### src/rtl/lkv_pkg.sv
// shared types and constants for the lru key-value cache
package lkv_pkg;

	localparam int unsigned KEY_W = 16;
	localparam int unsigned VAL_W = 31;
	localparam int unsigned CAP_W = 5;

	// capacity register value after reset
	localparam logic [CAP_W-1:0] CAP_RESET = 5'd16;

	// request type codes
	localparam logic REQ_GET = 1'b0;
	localparam logic REQ_PUT = 1'b1;

	// sequencer states
	typedef enum logic [1:0] {
		ST_IDLE,
		ST_SCAN,
		ST_DECIDE
	} lkv_state_t;

endpackage

### src/rtl/lkv_ifs.sv
// valid/ready channel interfaces for requests, results and configuration

interface lkv_req_if;
	logic                       valid;
	logic                       ready;
	logic                       req_type;
	logic [lkv_pkg::KEY_W-1:0]  key;
	logic [lkv_pkg::VAL_W-1:0]  value;

	modport source (output valid, req_type, key, value, input ready);
	modport sink   (input valid, req_type, key, value, output ready);
endinterface

interface lkv_rsp_if;
	logic                       valid;
	logic                       ready;
	logic                       hit;
	logic [lkv_pkg::VAL_W-1:0]  read_value;

	modport source (output valid, hit, read_value, input ready);
	modport sink   (input valid, hit, read_value, output ready);
endinterface

interface lkv_cfg_if;
	logic                       valid;
	logic                       ready;
	logic [lkv_pkg::CAP_W-1:0]  capacity_in_use;

	modport source (output valid, capacity_in_use, input ready);
	modport sink   (input valid, capacity_in_use, output ready);
endinterface

### src/rtl/lru_key_value_cache.sv
// fully associative key-value cache with least-recently-used replacement
//
// Each request beat is a get or a put and yields exactly one result beat
// (hit flag plus the stored value on a get hit, else zero). Keys and values
// live in single-port memories that one compare unit scans one entry per
// cycle, so a request occupies the block through accept, the scan
// (registered memory reads of all ENTRIES entries, the compare of the
// last entry and a step in which the sequencer sees the compare stage
// empty) and the update cycle. The update cycle is held while the previous
// result beat has not been taken, which extends the request by that stall.
// req.ready is high only while the sequencer is idle. The result sits in an
// output register, so a new request is taken while the previous result still
// waits. Recency ranks (0 = most recent) and valid bits are flip-flops, and
// all ranks move in parallel in the update cycle. The capacity register may
// be written at any time the block is idle; 0 acts as 1 and values above
// ENTRIES act as ENTRIES. No clearing pass is needed after reset.
module lru_key_value_cache #(
	parameter int unsigned ENTRIES = 16
) (
	input  logic         clk,
	input  logic         arst_n,
	lkv_req_if.sink      req,
	lkv_rsp_if.source    rsp,
	lkv_cfg_if.sink      cfg
);

	localparam int unsigned IDX_W = (ENTRIES > 1) ? $clog2(ENTRIES) : 1;
	localparam int unsigned CNT_W = $clog2(ENTRIES + 1);
	localparam int unsigned AGE_W = IDX_W;
	localparam int unsigned CW    = (CNT_W > lkv_pkg::CAP_W) ? CNT_W : lkv_pkg::CAP_W;

	lkv_pkg::lkv_state_t state_q, state_d;

	// configuration
	logic [lkv_pkg::CAP_W-1:0] cap_q;

	// latched request
	logic                       put_q;
	logic [lkv_pkg::KEY_W-1:0]  key_q;
	logic [lkv_pkg::VAL_W-1:0]  value_q;

	// entry storage
	logic [lkv_pkg::KEY_W-1:0]  key_mem [ENTRIES];
	logic [lkv_pkg::VAL_W-1:0]  val_mem [ENTRIES];
	logic [ENTRIES-1:0]         valid_q, valid_d;
	logic [AGE_W-1:0]           age_q [ENTRIES];
	logic [AGE_W-1:0]           age_d [ENTRIES];

	// scan pipeline
	logic [CNT_W-1:0]           idx_q;
	logic                       cmp_vld_s1;
	logic [IDX_W-1:0]           cmp_idx_s1;
	logic [lkv_pkg::KEY_W-1:0]  rd_key_s1;
	logic [lkv_pkg::VAL_W-1:0]  rd_val_s1;

	// scan results
	logic                       found_q;
	logic [IDX_W-1:0]           found_idx_q;
	logic [AGE_W-1:0]           found_age_q;
	logic [lkv_pkg::VAL_W-1:0]  found_val_q;
	logic                       vict_found_q;
	logic [IDX_W-1:0]           vict_idx_q;
	logic [AGE_W-1:0]           vict_age_q;
	logic                       free_found_q;
	logic [IDX_W-1:0]           free_idx_q;
	logic [CNT_W-1:0]           occ_q;

	// result register
	logic                       out_valid_q;
	logic                       out_hit_q;
	logic [lkv_pkg::VAL_W-1:0]  out_val_q;

	// sequencer strobes
	logic                       req_acc;
	logic                       scan_rd;
	logic                       go;

	// compare stage view of the scanned entry
	logic                       cmp_v;
	logic [AGE_W-1:0]           cmp_age;

	// decision signals
	logic [CW-1:0]              cap_ext;
	logic [CW-1:0]              cap_eff;
	logic                       evict;
	logic                       insert;
	logic [IDX_W-1:0]           slot;

	assign req.ready  = (state_q == lkv_pkg::ST_IDLE);
	assign cfg.ready  = 1'b1;
	assign req_acc    = req.valid && req.ready;

	assign rsp.valid      = out_valid_q;
	assign rsp.hit        = out_hit_q;
	assign rsp.read_value = out_val_q;

	// next state and sequencer strobes
	always_comb begin
		state_d = state_q;
		scan_rd = 1'b0;
		go      = 1'b0;
		unique case (state_q)
			lkv_pkg::ST_IDLE: begin
				if (req_acc) state_d = lkv_pkg::ST_SCAN;
			end
			lkv_pkg::ST_SCAN: begin
				scan_rd = (idx_q != CNT_W'(ENTRIES));
				if (!scan_rd && !cmp_vld_s1) state_d = lkv_pkg::ST_DECIDE;
			end
			lkv_pkg::ST_DECIDE: begin
				go = !out_valid_q || rsp.ready;
				if (go) state_d = lkv_pkg::ST_IDLE;
			end
			default: state_d = lkv_pkg::ST_IDLE;
		endcase
	end

	always_ff @(posedge clk or negedge arst_n) begin
		if (!arst_n) begin
			state_q <= lkv_pkg::ST_IDLE;
		end else begin
			state_q <= state_d;
		end
	end

	// capacity register
	always_ff @(posedge clk or negedge arst_n) begin
		if (!arst_n) begin
			cap_q <= lkv_pkg::CAP_RESET;
		end else if (cfg.valid && cfg.ready) begin
			cap_q <= cfg.capacity_in_use;
		end
	end

	// latch the request beat
	always_ff @(posedge clk) begin
		if (req_acc) begin
			put_q   <= req.req_type;
			key_q   <= req.key;
			value_q <= req.value;
		end
	end

	// memory read port and write port
	always_ff @(posedge clk) begin
		if (scan_rd) begin
			rd_key_s1 <= key_mem[idx_q[IDX_W-1:0]];
			rd_val_s1 <= val_mem[idx_q[IDX_W-1:0]];
		end
		if (go && put_q == lkv_pkg::REQ_PUT) begin
			if (found_q) begin
				val_mem[found_idx_q] <= value_q;
			end else if (insert) begin
				key_mem[slot] <= key_q;
				val_mem[slot] <= value_q;
			end
		end
	end

	// scan counter and compare-stage control
	always_ff @(posedge clk or negedge arst_n) begin
		if (!arst_n) begin
			idx_q      <= '0;
			cmp_vld_s1 <= 1'b0;
			cmp_idx_s1 <= '0;
		end else begin
			if (req_acc) begin
				idx_q <= '0;
			end else if (scan_rd) begin
				idx_q <= idx_q + CNT_W'(1);
			end
			cmp_vld_s1 <= scan_rd;
			if (scan_rd) cmp_idx_s1 <= idx_q[IDX_W-1:0];
		end
	end

	assign cmp_v   = valid_q[cmp_idx_s1];
	assign cmp_age = age_q[cmp_idx_s1];

	// compare unit: key match, oldest entry, first free slot, occupancy
	always_ff @(posedge clk or negedge arst_n) begin
		if (!arst_n) begin
			found_q      <= 1'b0;
			vict_found_q <= 1'b0;
			free_found_q <= 1'b0;
			occ_q        <= '0;
		end else if (req_acc) begin
			found_q      <= 1'b0;
			vict_found_q <= 1'b0;
			free_found_q <= 1'b0;
			occ_q        <= '0;
		end else if (cmp_vld_s1) begin
			if (cmp_v) begin
				occ_q <= occ_q + CNT_W'(1);
				if (rd_key_s1 == key_q) begin
					found_q <= 1'b1;
				end
				if (!vict_found_q || cmp_age > vict_age_q) begin
					vict_found_q <= 1'b1;
				end
			end else if (!free_found_q) begin
				free_found_q <= 1'b1;
			end
		end
	end

	// compare unit payload captures
	always_ff @(posedge clk) begin
		if (cmp_vld_s1 && cmp_v) begin
			if (rd_key_s1 == key_q) begin
				found_idx_q <= cmp_idx_s1;
				found_age_q <= cmp_age;
				found_val_q <= rd_val_s1;
			end
			if (!vict_found_q || cmp_age > vict_age_q) begin
				vict_idx_q <= cmp_idx_s1;
				vict_age_q <= cmp_age;
			end
		end
		if (cmp_vld_s1 && !cmp_v && !free_found_q) begin
			free_idx_q <= cmp_idx_s1;
		end
	end

	// effective capacity and replacement decision
	always_comb begin
		cap_ext = CW'(cap_q);
		if (cap_ext == '0) begin
			cap_eff = CW'(1);
		end else if (cap_ext > CW'(ENTRIES)) begin
			cap_eff = CW'(ENTRIES);
		end else begin
			cap_eff = cap_ext;
		end
		evict  = (put_q == lkv_pkg::REQ_PUT) && !found_q && vict_found_q
			&& (CW'(occ_q) >= cap_eff);
		insert = (put_q == lkv_pkg::REQ_PUT) && !found_q && (free_found_q || evict);
		if (free_found_q && (!evict || free_idx_q < vict_idx_q)) begin
			slot = free_idx_q;
		end else begin
			slot = vict_idx_q;
		end
	end

	// next valid bits and recency ranks, all entries in parallel
	always_comb begin
		for (int i = 0; i < ENTRIES; i++) begin
			valid_d[i] = valid_q[i];
			age_d[i]   = age_q[i];
			if (found_q) begin
				if (IDX_W'(i) == found_idx_q) begin
					age_d[i] = '0;
				end else if (valid_q[i] && age_q[i] < found_age_q) begin
					age_d[i] = AGE_W'(age_q[i] + AGE_W'(1));
				end
			end else if (put_q == lkv_pkg::REQ_PUT) begin
				if (evict && IDX_W'(i) == vict_idx_q) begin
					valid_d[i] = 1'b0;
					age_d[i]   = '0;
				end
				if (insert) begin
					if (IDX_W'(i) == slot) begin
						valid_d[i] = 1'b1;
						age_d[i]   = '0;
					end else if (valid_d[i]) begin
						age_d[i] = AGE_W'(age_d[i] + AGE_W'(1));
					end
				end
			end
		end
	end

	always_ff @(posedge clk or negedge arst_n) begin
		if (!arst_n) begin
			valid_q <= '0;
			for (int i = 0; i < ENTRIES; i++) age_q[i] <= '0;
		end else if (go) begin
			valid_q <= valid_d;
			for (int i = 0; i < ENTRIES; i++) age_q[i] <= age_d[i];
		end
	end

	// result register
	always_ff @(posedge clk or negedge arst_n) begin
		if (!arst_n) begin
			out_valid_q <= 1'b0;
		end else if (go) begin
			out_valid_q <= 1'b1;
		end else if (rsp.ready) begin
			out_valid_q <= 1'b0;
		end
	end

	always_ff @(posedge clk) begin
		if (go) begin
			out_hit_q <= found_q;
			out_val_q <= (found_q && put_q == lkv_pkg::REQ_GET) ? found_val_q : '0;
		end
	end

	// a matched entry must be a live one
	a_found_valid: assert property (@(posedge clk) disable iff (!arst_n)
		(state_q == lkv_pkg::ST_DECIDE && found_q) |-> valid_q[found_idx_q])
		else $error("matched entry is not valid");

	// an insert always lands in a slot that is free after eviction
	a_slot_free: assert property (@(posedge clk) disable iff (!arst_n)
		(go && insert) |-> (!valid_q[slot] || (evict && slot == vict_idx_q)))
		else $error("insert into an occupied slot");

	// a result beat appears only out of the update cycle
	a_rsp_origin: assert property (@(posedge clk) disable iff (!arst_n)
		$rose(out_valid_q) |-> $past(state_q == lkv_pkg::ST_DECIDE))
		else $error("result beat without an update cycle");

	// occupancy is bounded by the effective capacity after every insert that evicts nothing
	a_occ_bound: assert property (@(posedge clk) disable iff (!arst_n)
		(go && insert && !evict) |=> (CW'($countones(valid_q)) <= cap_eff))
		else $error("occupancy exceeds capacity");

endmodule

### src/flat_wrapper.sv
// flat-port wrapper written by rule: the top's interface ports become plain ports
module lru_key_value_cache_flat 
#(
	parameter int unsigned ENTRIES = 16
)
  (clk, arst_n, req_valid, req_req_type, req_key, req_value, req_ready, rsp_valid, rsp_hit, rsp_read_value, rsp_ready, cfg_valid, cfg_capacity_in_use, cfg_ready);
  lkv_req_if req_i ();
  lkv_rsp_if rsp_i ();
  lkv_cfg_if cfg_i ();
  input  logic clk;
  input  logic arst_n;
  input wire logic [$bits(req_i.valid)-1:0] req_valid;
  input wire logic [$bits(req_i.req_type)-1:0] req_req_type;
  input wire logic [$bits(req_i.key)-1:0] req_key;
  input wire logic [$bits(req_i.value)-1:0] req_value;
  output wire logic [$bits(req_i.ready)-1:0] req_ready;
  output wire logic [$bits(rsp_i.valid)-1:0] rsp_valid;
  output wire logic [$bits(rsp_i.hit)-1:0] rsp_hit;
  output wire logic [$bits(rsp_i.read_value)-1:0] rsp_read_value;
  input wire logic [$bits(rsp_i.ready)-1:0] rsp_ready;
  input wire logic [$bits(cfg_i.valid)-1:0] cfg_valid;
  input wire logic [$bits(cfg_i.capacity_in_use)-1:0] cfg_capacity_in_use;
  output wire logic [$bits(cfg_i.ready)-1:0] cfg_ready;
  assign req_i.valid = req_valid;
  assign req_i.req_type = req_req_type;
  assign req_i.key = req_key;
  assign req_i.value = req_value;
  assign req_ready = req_i.ready;
  assign rsp_valid = rsp_i.valid;
  assign rsp_hit = rsp_i.hit;
  assign rsp_read_value = rsp_i.read_value;
  assign rsp_i.ready = rsp_ready;
  assign cfg_i.valid = cfg_valid;
  assign cfg_i.capacity_in_use = cfg_capacity_in_use;
  assign cfg_ready = cfg_i.ready;
  lru_key_value_cache #(.ENTRIES(ENTRIES)) u_core (.clk(clk), .arst_n(arst_n), .req(req_i), .rsp(rsp_i), .cfg(cfg_i));
endmodule
### config.mk
export PLATFORM = sky130hd
export DESIGN_NAME = lru_key_value_cache_flat
export DESIGN_NICKNAME = d
export VERILOG_FILES = /design/src/rtl/lkv_pkg.sv /design/src/rtl/lkv_ifs.sv /design/src/rtl/lru_key_value_cache.sv /design/src/flat_wrapper.sv
export SDC_FILE = /design/constraint.sdc
export NUM_CORES = 1
export LEC_CHECK = 0
export BUFFER_PORTS_ARGS = -buffer_cell sky130_fd_sc_hd__buf_2
export CELL_PAD_IN_SITES_DETAIL_PLACEMENT = 1
export CELL_PAD_IN_SITES_GLOBAL_PLACEMENT = 1
export CORE_MARGIN = 1
export CORE_UTILIZATION = 48
export CTS_BUF_LIST = sky130_fd_sc_hd__clkbuf_2 sky130_fd_sc_hd__clkbuf_4 sky130_fd_sc_hd__clkbuf_8
export DETAILED_ROUTE_END_ITERATION = 10
export PLACE_DENSITY = 0.72
export SKIP_CTS_REPAIR_TIMING = 1
export SLEW_MARGIN = 20
export SYNTH_ARGS = -nofsm -noshare
export SYNTH_HDL_FRONTEND = slang
export SYNTH_SLANG_ARGS = --single-unit
### constraint.sdc
create_clock -name clk -period 13.5 [get_ports clk]
set_clock_uncertainty 0.05 [all_clocks]
set_input_delay 2.025 -clock clk [delete_from_list [all_inputs] [get_ports clk]]
set_output_delay 2.025 -clock clk [all_outputs]
set_load 0.02 [all_outputs]
# Word level (Yosys, flattened, before mapping)
# Memories as Yosys holds them, arrays and structs flattened. A register that Yosys moved wholly into a read port is not among the register bits.
# Index checks and enable logic that the tools add are counted.
dict set report word_totals {
  regBits 237
  ramBits 752
  elab_cells 543
  input_bits 58
  n_memories 2
}
# name depth word_bits read_ports rd_clocked_by_memory_dff wr line
set mem_list {}
lappend mem_list {u_core.val_mem 16 31 1 1 1 lru_key_value_cache.sv:44} ;# logic [lkv_pkg::VAL_W-1:0] val_mem [ENTRIES];
lappend mem_list {u_core.key_mem 16 16 1 1 1 lru_key_value_cache.sv:43} ;# logic [lkv_pkg::KEY_W-1:0] key_mem [ENTRIES];
dict set report classes {
  addsub 34
  n_reduce_logical 93
  bitwise 3
  eq_ne 69
  muxes 282
  n_lt_le_gt_ge 22
}
# op n
set ops {}
lappend ops {{4-bit 2-to-1 mux} 164}
lappend ops {{4-bit by 1-bit adder with 4-bit output, second input constant} 32}
lappend ops {{1-bit 2-to-1 mux} 104}
lappend ops {{4-bit == test, first input constant} 24}
lappend ops {{4-bit less-than comparator} 17}
lappend ops {{3-bit AND reduction} 20}
lappend ops {{3-bit by 4-bit == test with 1-bit output, first input constant} 12}
lappend ops {{3-bit inequality test, second input constant} 16}
lappend ops {{1-bit logical AND} 44}
lappend ops {{5-bit 2-to-1 mux} 7}
lappend ops {{31-bit 2-to-1 mux} 1}
lappend ops {{31-bit OR reduction} 1}
lappend ops {{2-bit by 4-bit == test with 1-bit output, first input constant} 6}
lappend ops {{4-bit binary-select mux with 4-bit select} 1}
lappend ops {{16-bit == test} 1}
lappend ops {{2-bit nonzero test} 7}
lappend ops {{1-bit by 4-bit == test with 1-bit output, first input constant} 3}
lappend ops {{4-bit zero test} 3}
lappend ops {{5-bit by 1-bit adder with 5-bit output, second input constant} 2}
lappend ops {{1-bit zero test} 8}
lappend ops {{2-bit AND reduction} 4}
lappend ops {{2-bit 2-to-1 mux} 3}
lappend ops {{2-bit by 1-bit inequality test with 1-bit output, second input constant} 3}
lappend ops {{2-bit case mux with 3 select lines} 1}
lappend ops {{15 further kinds} 19}

# Longest topological paths before layout
# Gate-level depths: netlist (run 1).
dict set report logic_depth {
  depth_word 15
  depth_mapped 15
  depth_no_buf 15
}

# Least setup slack after synthesis (run 1)
# Ideal clock, no wire load.
dict set report synth_timing {
  kind {input-to-reg}
  start {input rsp_ready}
  end {memory u_core.val_mem[8][0] in the netlist's numbering, enable pin}
  arrival_time_ns 6.086
  path_slack_ns 6.945
  setup_time_ns 0.419
  stages 7
  cell_sequence {nor2b_1 > nor2_1 > nand4_1 > nand2_1 > o21ai_0 > or2_2 > nor2_1}
}
dict set report synth_via {
  elab_chain_cells 7
  word_cells_on_any_way 10
}
# item line
set synth_lines {}
lappend synth_lines {{from (decl)} flat_wrapper.sv:20} ;# input wire logic [$bits(rsp_i.ready)-1:0] rsp_ready;
lappend synth_lines {{1-bit logical OR (*)} lru_key_value_cache.sv:111} ;# go = !out_valid_q || rsp.ready;
lappend synth_lines {{1-bit 2-to-1 mux (*)} lru_key_value_cache.sv:102} ;# unique case (state_q)
lappend synth_lines {{named net u_core.go} lru_key_value_cache.sv:76} ;# logic go;
lappend synth_lines {{1-bit logical AND (*)} lru_key_value_cache.sv:150} ;# if (go && put_q == lkv_pkg::REQ_PUT) begin
lappend synth_lines {{1-bit 2-to-1 mux} lru_key_value_cache.sv:150}
lappend synth_lines {{1-bit 2-to-1 mux (not written as such)} lru_key_value_cache.sv:155} ;# val_mem[slot] <= value_q;
lappend synth_lines {{31-bit OR reduction (no line)} n/a}
lappend synth_lines {{4-bit 2-to-1 mux (no line) / 1-bit 2-to-1 mux (equally long branches)} n/a}
lappend synth_lines {{to (decl)} lru_key_value_cache.sv:44}
# Mark *: on every way through the listed nets, which the timed path passes. The rest lies on a longest branch.

# Final worst setup path (run 1)
dict set report layout_timing {
  start {register u_core.put_q}
  end {memory u_core.val_mem[10][0] in the netlist's numbering, enable pin}
}
dict set report layout_via {
  elab_chain_cells 11
  word_cells_on_any_way 19
}
# item line
set layout_lines {}
lappend layout_lines {{from (decl)} lru_key_value_cache.sv:38} ;# logic put_q;
lappend layout_lines {{from (signal assigned)} lru_key_value_cache.sv:138} ;# put_q <= req.req_type;
lappend layout_lines {{1-bit logical AND} {lru_key_value_cache.sv:235, lru_key_value_cache.sv:237}}
lappend layout_lines {{1-bit logical AND} lru_key_value_cache.sv:235} ;# evict = (put_q == lkv_pkg::REQ_PUT) && !found_q && vict_found_q
lappend layout_lines {{1-bit logical AND} lru_key_value_cache.sv:236} ;# && (CW'(occ_q) >= cap_eff);
lappend layout_lines {{1-bit logical OR} lru_key_value_cache.sv:237} ;# insert = (put_q == lkv_pkg::REQ_PUT) && !found_q && (free_found_q || evict);
lappend layout_lines {{1-bit logical AND} lru_key_value_cache.sv:237}
lappend layout_lines {{1-bit 2-to-1 mux} lru_key_value_cache.sv:153} ;# end else if (insert) begin
lappend layout_lines {{1-bit 2-to-1 mux} lru_key_value_cache.sv:151} ;# if (found_q) begin
lappend layout_lines {{1-bit 2-to-1 mux} lru_key_value_cache.sv:150}
lappend layout_lines {{1-bit 2-to-1 mux (not written as such)} lru_key_value_cache.sv:155}
lappend layout_lines {{31-bit OR reduction (no line)} n/a}
lappend layout_lines {{4-bit 2-to-1 mux (no line) / 1-bit 2-to-1 mux (equally long branches)} n/a}
# Several ways; a longest one is shown, not always the timed one.

==> results.md, run 1 <==
- Crit path kind: reg2reg
- Power per cell area: 167.6 nW/µm²
- FF+latch count, synth: 1036
- Global-route wire length before repair: 162800 µm
- Die area: 91760 µm²
- Initial antenna violation count: 1
- Worst hold path type: reg2reg
- # DRC: 0
- Final core area utilization: 0.5458
- Routed vias: 24040
- Relative slew slack: 0.2423
- Prevailing post-synth register cell: edfxtp_1
- CP endpoint kind: flop
- Synth Instances: 2420
- Worst IR drop on VDD: 0.0001620 V
- Crit share post-route: 0.3296
- Clock root buffer: clkbuf_8
- Clk sinks: 1036
- Ys async rst share: 0.1023
- Number of max-cap violations: 0
- Multi-input gate area: 12600 µm²
- Post-detailed-route wirelength per cell: 27.78 µm
- Initial core utilization: 0.4836
- HP Start: u_core.rd_val_s1[30]
- Final Max Slew Viols: 0
- Crit path required time: 13.98 ns
- Leak: 16.94 nW
- Max Freq: 224.7 MHz
- Synth top area share: 0.6425
- Die H: 302.9 µm
- Fill count: 8204
- Largest net degree at the start of global routing: 114
- Leading area contributor after synthesis: edfxtp_1
- Flop pwr share: 0.465
- Commonest cells post-synth: edfxtp_1 (930), mux4_2 (260), nor2_1 (181), nand2_1 (128), dfrtp_1 (105)
- Post-DP HPWL: 68710 µm
- Vias in the first global route: 25500
- Overflow after GRT: 0
- Drt pass-1 iters: 6
- Syn nets: 2573
- Startpoint types: flop
- # rows: 110
- Final nets: 2782
- CTS buffer count: 167
- Placed insts: 3629
- Final Hold Vio Count: 0
- Clock share of power: 0.324
- ANT nets after route: 0
- Worst-margin pin slew: 1.132 ns
- Synth Warn #: 0
- Number of DRC markers in iteration 0: 2109
- Yosys cell types: 65
- Core footprint: 89870 µm²
- Clock buffer depth: 3
- Syn avg cell area: 17.96 µm²
- Area after DPL: 45600 µm²
- Crit path launch: u_core.put_q
- Top cells by area, synth: edfxtp_1 (64%), mux4_2 (13%), dfrtp_1 (6.0%)
- GRT Resource Usage Total: 0.2430
- Post-synthesis sequential area ratio: 0.7035
- Layout area overhead: 12.86%
- DR vias/cell: 6.106
- Final count of negative-setup-slack endpoints: 0
- Clk_lat worst skew: 0.85 ns
- Crit-path max FO: 17
- Switching pwr: 2.280 mW
- Die X: 302.9 µm
- CTS tree: yes
- Sw frac: 0.2773
- CTS H-tree lvls: 4
- Most common cell in the synthesized netlist: edfxtp_1
- Combinational power share: 0.211
- Crit path DAT: 4.93 ns
- Share of post-route cells with drive strength above 1: 0.2747
- Port bufs: 91
- Status: complete, no violations
- TNS Setup: 0 ns
- P_int: 5.942 mW
- Clock-pin slew on the worst setup and hold paths: 0.07 ns
- FF-to-FF Start: u_core.put_q
- Post-synthesis cell area: 43470 µm²
- Hold Slack: 0.3697 ns
- Final Cell Area: 49050 µm²
- Min Tclk post-route: 4.450 ns
- FF/Latch Area: 30590 µm²
- Non-Filler Instances: 3936
- Post-synth EDFFs: 930
- Placer Congestion: 0.8326
- IO Count: 93
- RSZ-0062 raised after global routing: no
- Final wirelength: 109300 µm
[cell families (layout without fill, tap and decap cells)]
logic type / count (synthesis) / in the layout / synth area share
DFF: 1036 / 1036 / 0.7035
AOI/OAI and AO/OA: 347 / 347 / 0.05599
and+or+nand+nor: 522 / 522 / 0.05740
other: 1 / 2 / 0.00008627
muxes: 278 / 278 / 0.1395
adders and majority gates: 95 / 95 / 0.02735
xor gates and xnor gates: 24 / 24 / 0.004836
buffers and inverters: 117 / 456 / 0.01131
[registers in the layout, summed over array words and instances (netlist names), 16 cells and up]
register and count:
u_core.value_q 31, u_core.valid_q 16, u_core.rd_key_s1 16, u_core.val_mem 496, u_core.rsp.read_value 31, u_core.age_q 64
u_core.found_val_q 31, u_core.key_q 16, u_core.rd_val_s1 31, u_core.key_mem 256
[final timing paths]
path / to / cells past startpoint / slack (ns)
min in group asynchronous: u_core.age_q[16] / 1 / 1.25
worst min register to register: u_core.found_val_q[30] / 0 / 0.37
worst max register to register: u_core.val_mem[10][0] / 8 / 9.05
max in group asynchronous: u_core.idx_q[0] / 2 / 10.77
worst max-delay path: u_core.val_mem[10][0] / 8 / 9.05
worst min-delay path: u_core.found_val_q[30] / 0 / 0.37
[critical path: stages (launching register included)]
cell      delay [ns]
edfxtp_1        0.60
nor2b_1         0.61
buf_4           0.34
a31o_1          0.57
mux2i_1         0.18
o21ai_0         0.47
nand2b_1        0.41
nor2_4          0.65
buf_16          0.24
[cells in the final DEF (no fill, tap or decap), drive strengths merged, types with 30 or more instances in the layout]
cell,n
edfxtp,930
mux4,260
clkbuf,249
nor2,182
buf,137
nand2,128
o21ai,121
dfrtp,105
ha,95
and2,60
a21oi,48
clkinv,41
nor2b,33
a22o,33
nand2b,30
[power by group through the flow]
stage	clock [mW]	combinational [mW]	sequential [mW]
5_1_grt	2.85	1.85	3.84
4_1_cts	2.73	1.76	3.82
3_3_place_gp	0	1.71	3.88
3_5_place_dp	0	1.75	3.89
2_1_floorplan	0	1.35	3.75
6_report	2.67	1.73	3.82
[area by class of cell]
type                            instances  share of cell area
Clock buffer                          249             0.06119
Timing Repair Buffer                  137             0.02086
Multi-Input combinational cell       1267              0.2569
Tap cell                             1176             0.03000
Clock inverter                         50            0.005841
Antenna cell                            1          0.00005101
Inverter                               20            0.001530
Sequential cell                      1036              0.6237
[stage by stage]
step,total power [mW],setup WS (ns)
6_report,8.222,9.050
4_1_cts,8.315,8.866
5_1_grt,8.542,8.881
3_3_place_gp,5.592,8.318
2_1_floorplan,5.103,6.945
3_5_place_dp,5.640,8.037
[per-layer routing]
metal	GRT usage	vias up	share of wire
met2	0.3890	875	0.49
met3	0.04697	166	0.062
met1	0.3377	12820	0.43
met5	0	-	0
li1	-	10180	-
met4	0.07897	0	0.024
(Power assumes the default switching activity.)
==> run 2: changes to the inputs <==
--- a/config.mk
+++ b/config.mk
@@ -12,7 +12,7 @@
 export CORE_UTILIZATION = 48
 export CTS_BUF_LIST = sky130_fd_sc_hd__clkbuf_2 sky130_fd_sc_hd__clkbuf_4 sky130_fd_sc_hd__clkbuf_8
 export DETAILED_ROUTE_END_ITERATION = 10
-export PLACE_DENSITY = 0.72
+export PLACE_DENSITY = 0.75
 export SKIP_CTS_REPAIR_TIMING = 1
 export SLEW_MARGIN = 20
 export SYNTH_ARGS = -nofsm -noshare
==> constraint.sdc (replaced) <==
create_clock -name clk -period 3.9 [get_ports clk]
set_clock_uncertainty 0.05 [all_clocks]
set_input_delay 0.585 -clock clk [delete_from_list [all_inputs] [get_ports clk]]
set_output_delay 0.585 -clock clk [all_outputs]
set_load 0.02 [all_outputs]
==> run 2 against run 1 <==
Clock-buffer cell count down 31; final cell count grew 3.1%; power rose to 3.5 times the previous value; combinational power increased to 3.7 times the previous value; critical path type unchanged; maximum frequency rose by 20%; setup slack lost 8.8 ns; hold slack lost 0.32 ns; flip-flop and latch count did not move; sequential share of layout area down 1.5 points; core utilization increased by 1.3 points; first-iteration DRC count decreased by 11%; critical path depth up 4.
==> results.md, run 2 (synthesis results as in run 1) <==
- Placer Congestion: 0.8678 (+4.2%)
- Final nets: 2903 (+4.3%)
- Final Hold Vio Count: 0 (unchanged)
- Global-route wire length before repair: 169400 µm (+4.0%)
- Initial antenna violation count: 3 (+2)
- Share of post-route cells with drive strength above 1: 0.2839 (+0.009140)
- Post-DP HPWL: 73900 µm (+7.6%)
- CTS buffer count: 166 (-0.60%)
- Largest net degree at the start of global routing: 70 (-39%)
- Number of DRC markers in iteration 0: 1875 (-11%)
- Worst IR drop on VDD: 0.0004568 V (+180%)
- Final worst slack: 0.2046 ns (-8.846 ns)
- Hold Slack: 0.05399 ns (-0.3157 ns)
- Die H: 302.9 µm (unchanged)
- Worst-margin pin slew: 1.043 ns (-0.08914 ns)
- Commonest non-fill, non-tap cells in the layout: edfxtp_1 (930), mux4_2 (260), clkbuf_8 (169)
- Clock-pin slew on the worst setup and hold paths: 0.06 ns (about the same)
- CTS tree: yes
- Vias in the first global route: 26130 (+2.4%)
- Placed insts: 3695 (+1.8%)
- IO Count: 93 (unchanged)
- Final Max Slew Viols: 0 (unchanged)
- ANT nets after route: 0 (unchanged)
- Initial core utilization: 0.4836 (unchanged)
- Layout area overhead: 15.61%
- Routed vias: 24590 (+2.3%)
- Clk_lat worst skew: 0.84 ns (about the same)
- Largest register FFs: 496 (unchanged)
- Biggest regs: u_core.val_mem (496), u_core.key_mem (256), u_core.age_q (64)
- Leak: 17.53 nW (+3.5%)
- Crit share post-route: 0.9475 (+0.6179)
- Die area: 91760 µm² (unchanged)
- Core footprint: 89870 µm² (unchanged)
- Die X: 302.9 µm (unchanged)
- Number of max-cap violations: 0 (unchanged)
- Relative slew slack: 0.3038 (+0.06152)
- Largest register by flop count: u_core.val_mem
- Final wirelength: 116100 µm (+6.2%)
- Startpoint types: flop
- Worst hold path type: in2reg
- Crit path DAT: 4.14 ns (-0.79 ns)
- TNS Setup: 0 ns (unchanged)
- GRT Resource Usage Total: 0.2539 (+0.01089)
- Post-detailed-route wirelength per cell: 28.62 µm (+3.0%)
- Final Power: 28.97 mW (+250%)
- Crit-path max FO: 25 (+8)
- Final count of negative-setup-slack endpoints: 0 (unchanged)
- Non-Filler Instances: 4057 (+3.1%)
- Status: complete, no violations
- Drt pass-1 iters: 5 (-1)
- Clk sinks: 1036 (unchanged)
- # DRC: 0 (unchanged)
- Port bufs: 91 (unchanged)
- CTS H-tree lvls: 4 (unchanged)
- Fill count: 8185 (-0.23%)
- Min Tclk post-route: 3.695 ns (-0.7543 ns)
- Crit path required time: 4.34 ns (-9.64 ns)
- Clock root buffer: clkbuf_8
- Max Freq: 270.6 MHz (+20%)
- Pre-CTS setup slack: 0.2162 ns (-7.820 ns)
- Clock buffer depth: 3 (unchanged)
- Most common cell after layout, fill and taps aside: edfxtp_1
- Crit path kind: reg2reg
- Overflow after GRT: 0 (unchanged)
- DR vias/cell: 6.061 (-0.75%)
- Power per cell area: 576.6 nW/µm² (+240%)
- # rows: 110 (unchanged)
- CP endpoint kind: flop
run 2: routing by layer:
layer,up-vias,wire length (µm),track usage
met2,888,61270,0.4448
met5,-,27,0
li1,10440,-,-
met1,13040,45230,0.3176
met3,220,5979,0.03967
met4,4,3614,0.09799
run 2: power breakdown:
part	switching, mW	internal, mW
logic	3.14	3.22
clock network	4.38	5.00
registers	0.619	12.6
total	8.14	20.8
run 2: per-stage QoR:
stage / util / instance area, µm²
after floorplan: - / 43490
after detailed placement: 0.5151 / 46290
after global routing: 0.5591 / 50250
final: 0.5592 / 50250
after global placement: 0.5151 / 46290
after CTS: 0.5517 / 49580
run 2: worst paths after layout:
kind                       slack (ns)  depth (start not counted)                start                    end
hold reg to reg                  0.36                          0  u_core.rd_val_s1[4]  u_core.found_val_q[4]
min in group asynchronous        0.30                          2               arst_n       u_core.age_q[55]
max in group asynchronous        2.82                          3               arst_n        u_core.age_q[2]
setup / recovery                 0.20                         12    u_core.cap_ext[4]  u_core.val_mem[3][11]
hold / removal                   0.05                          3            req_valid      u_core.state_q[0]
setup reg to reg                 0.20                         12    u_core.cap_ext[4]  u_core.val_mem[3][11]
run 2: worst max-delay path, stage by stage (launching register included):
cell and delay [ns]:
dfstp_2 0.38, inv_1 0.16, nand2_1 0.09, ha_1 0.31
nand2_1 0.10, o21a_1 0.22, o21ai_1 0.27, a31o_1 0.36
mux2_2 0.39, o32ai_1 0.22, nand2_2 0.26, nor2_4 0.30
buf_12 0.25
run 2: area by class of cell:
cell class	count	area [µm²]	share of cell area
clock buffer	218	2694	0.05361
clock inverter	78	598.1	0.01190
inverter	20	75.07	0.001494
sequential	1036	30590	0.6088
tap	1176	1471	0.02928
multi-input combinational	1267	12600	0.2508
antenna	3	7.507	0.0001494
timing repair buffer	259	2211	0.04399
==> run 3: changes to the inputs <==
--- a/config.mk
+++ b/config.mk
@@ -13,6 +13,8 @@
 export CTS_BUF_LIST = sky130_fd_sc_hd__clkbuf_2 sky130_fd_sc_hd__clkbuf_4 sky130_fd_sc_hd__clkbuf_8
 export DETAILED_ROUTE_END_ITERATION = 10
 export PLACE_DENSITY = 0.75
+export RECOVER_POWER = 100
+export SETUP_SLACK_MARGIN = 0.2
 export SKIP_CTS_REPAIR_TIMING = 1
 export SLEW_MARGIN = 20
 export SYNTH_ARGS = -nofsm -noshare
==> run 3 against run 2 <==
The flow now finishes with violations (capacitance limit, slew limit); critical path depth is 5 lower; design area about the same; clock-buffer cell count unchanged; flip-flop and latch count is the same; non-clock buffer count increased by 4; register-to-register slack better by 0.05 ns; setup slack better by 0.051 ns; sequential share of layout area about the same; die area unchanged; first-iteration DRC count up 29%; hold slack lost 0.021 ns; critical path type unchanged; critical endpoint is now u_core.val_mem[9][12]; largest power group unchanged.
==> results.md, run 3 (synthesis results as in run 1) <==
- Biggest regs: u_core.val_mem (496), u_core.key_mem (256), u_core.age_q (64)
- CTS buffer count: 167 (+0.60%)
- Worst R2R End: u_core.val_mem[9][12]
- Worst hold path type: in2reg
- Clock root buffer: clkbuf_8
- Global-route wire length before repair: 168600 µm (-0.43%)
- Startpoint types: flop
- Initial core utilization: 0.4836 (unchanged)
- # rows: 110 (unchanged)
- Placer Congestion: 0.8782 (+1.2%)
- Clk_lat worst skew: 0.88 ns (+0.04 ns)
- Initial antenna violation count: 2 (-1)
- CTS tree: yes
- Crit share post-route: 0.9343 (-0.01320)
- Clk sinks: 1036 (unchanged)
- Worst setup endpoint: u_core.val_mem[9][12]
- Crit path kind: reg2reg
- RSZ-0062 raised after global routing: no
- Crit path required time: 4.37 ns (+0.03 ns)
- Final Hold Vio Count: 0 (unchanged)
- Crit path DAT: 4.12 ns (-0.02 ns)
- CP endpoint kind: flop
- DR vias/cell: 6.093 (+0.53%)
- Power per cell area: 578.5 nW/µm² (+0.34%)
- Share of post-route cells with drive strength above 1: 0.2612 (-0.02265)
- Worst-margin pin slew: 2.550 ns (+1.507 ns)
- Die H: 302.9 µm (unchanged)
- Number of DRC markers in iteration 0: 2424 (+29%)
- TNS Setup: 0 ns (unchanged)
- Most common cell after layout, fill and taps aside: edfxtp_1
- Post-detailed-route wirelength per cell: 28.37 µm (-0.89%)
- HP Start: rsp_ready
- # DRC: 0 (unchanged)
- Buf/Inv on CP: 1 (-1)
- Max Freq: 274.4 MHz (+1.4%)
- WP depth: 7 (-5)
- Slowest CP cell: nor2_1
- R2R cell count: 7 (-5)
- GRT Resource Usage Total: 0.2518 (-0.002044)
- Post-DP HPWL: 71420 µm (-3.4%)
- Overflow after GRT: 0 (unchanged)
- Commonest non-fill, non-tap cells in the layout: edfxtp_1 (930), mux4_2 (260), clkbuf_8 (174)
- Non-Filler Instances: 4073 (+0.39%)
- Clock buffer depth: 3 (unchanged)
- Crit path launch: u_core.rsp.valid
- IO Count: 93 (unchanged)
- Final wirelength: 115500 µm (-0.50%)
- Layout area overhead: 15.60% (about the same)
- Number of max-cap violations: 5 (+5)
- Final count of negative-setup-slack endpoints: 0 (unchanged)
- Die X: 302.9 µm (unchanged)
- Largest net degree at the start of global routing: 95 (+36%)
- Kind of cell adding the most delay to the critical path: simple AND/OR/NAND/NOR gates
- Placed insts: 3695 (unchanged)
- Min Tclk post-route: 3.644 ns (-0.05149 ns)
- CTS H-tree lvls: 4 (unchanged)
- CP max stage delay: 0.78 ns (+0.39 ns)
- Drt pass-1 iters: 7 (+2)
- Leak: 17.40 nW (-0.77%)
- Largest register by flop count: u_core.val_mem
- Failing checks: capacitance limit, slew limit
- Status: finished with violations
- Worst IR drop on VDD: 0.0004940 V (+8.1%)
- Clock-pin slew on the worst setup and hold paths: 0.06 ns (about the same)
- Die area: 91760 µm² (unchanged)
- Critical path, cell by cell: nor2b_1 > nor2_1 > nand2_1 > o32ai_2 > nand2_2 > nor2_4 > clkbuf_4
- Port bufs: 91 (unchanged)
- R2R Setup Slk: 0.26 ns (+0.05 ns)
- Core footprint: 89870 µm² (unchanged)
- Largest register FFs: 496 (unchanged)
- Vias in the first global route: 26270 (+0.56%)
- Routed vias: 24820 (+0.93%)
- Fill count: 8173 (-0.15%)
- Crit-path max FO: 16 (-36%)
- Hold Slack: 0.03344 ns (-0.02056 ns)
- Area after DPL: 46390 µm² (+0.22%)
- Final Max Slew Viols: 240 (+240)
- Final nets: 2908 (+0.17%)
- FF-to-FF Start: u_core.rsp.valid
- Final Cell Area: 50250 µm² (about the same)
- Relative slew slack: -0.7002 (-1.004)
- ANT nets after route: 0 (unchanged)
[run 3: layout make-up]
cell class / instances / area, µm² / share of cell area
repair buffers: 263 / 2132 / 0.04243
inverters: 20 / 75.07 / 0.001494
diodes: 3 / 7.507 / 0.0001494
clock buffers: 218 / 2725 / 0.05423
flip-flops and latches: 1036 / 30590 / 0.6087
multi-input cells: 1267 / 12560 / 0.2500
well taps: 1176 / 1471 / 0.02928
clock inverters: 90 / 685.7 / 0.01365
[run 3: power by group]
part,leakage [nW],switching (mW),internal (mW),total [mW]
combinational,5.75,3.21,3.21,6.41
sequential,9.85,0.413,12.6,13.0
clock,1.80,4.49,5.16,9.64
total,17.4,8.10,21.0,29.1
[run 3: how the worst min path moves through the flow]
stage,cells past startpoint,end,slack (ns)
global placement,0,u_core.found_val_q[14],0.35
CTS,1,u_core.age_q[22],-0.37
detailed placement,0,u_core.found_val_q[12],0.36
finish,3,u_core.rsp.valid,0.03
global route,2,u_core.cap_ext[1],-0.003
floorplan,0,u_core.age_q[0],0.24
[run 3: per-stage QoR]
step	power, mW	worst slack [ns]	utilization
after floorplan	17.66	0.2531	-
after global placement	19.37	0.1797	0.5162
after detailed placement	19.60	0.1317	0.5162
after CTS	29.27	0.1051	0.5541
after global routing	30.13	0.1093	0.5591
final	29.07	0.2561	0.5591
[run 3: worst reg2reg max path, stage by stage, from the launching register on]
cell	delay [ns]
dfrtp_1	0.43
nor2b_1	0.22
nor2_1	0.79
nand2_1	0.50
o32ai_2	0.55
nand2_2	0.26
nor2_4	0.16
clkbuf_4	0.33
[run 3: layer usage]
| layer | track usage | share of wire | vias to the layer above |
|---|---|---|---|
| met1 | 0.3372 | 0.40 | 13080 |
| met3 | 0.04748 | 0.067 | 237 |
| met5 | 0 | 0 | - |
| li1 | - | - | 10440 |
| met4 | 0.09249 | 0.030 | 0 |
| met2 | 0.4131 | 0.50 | 1060 |
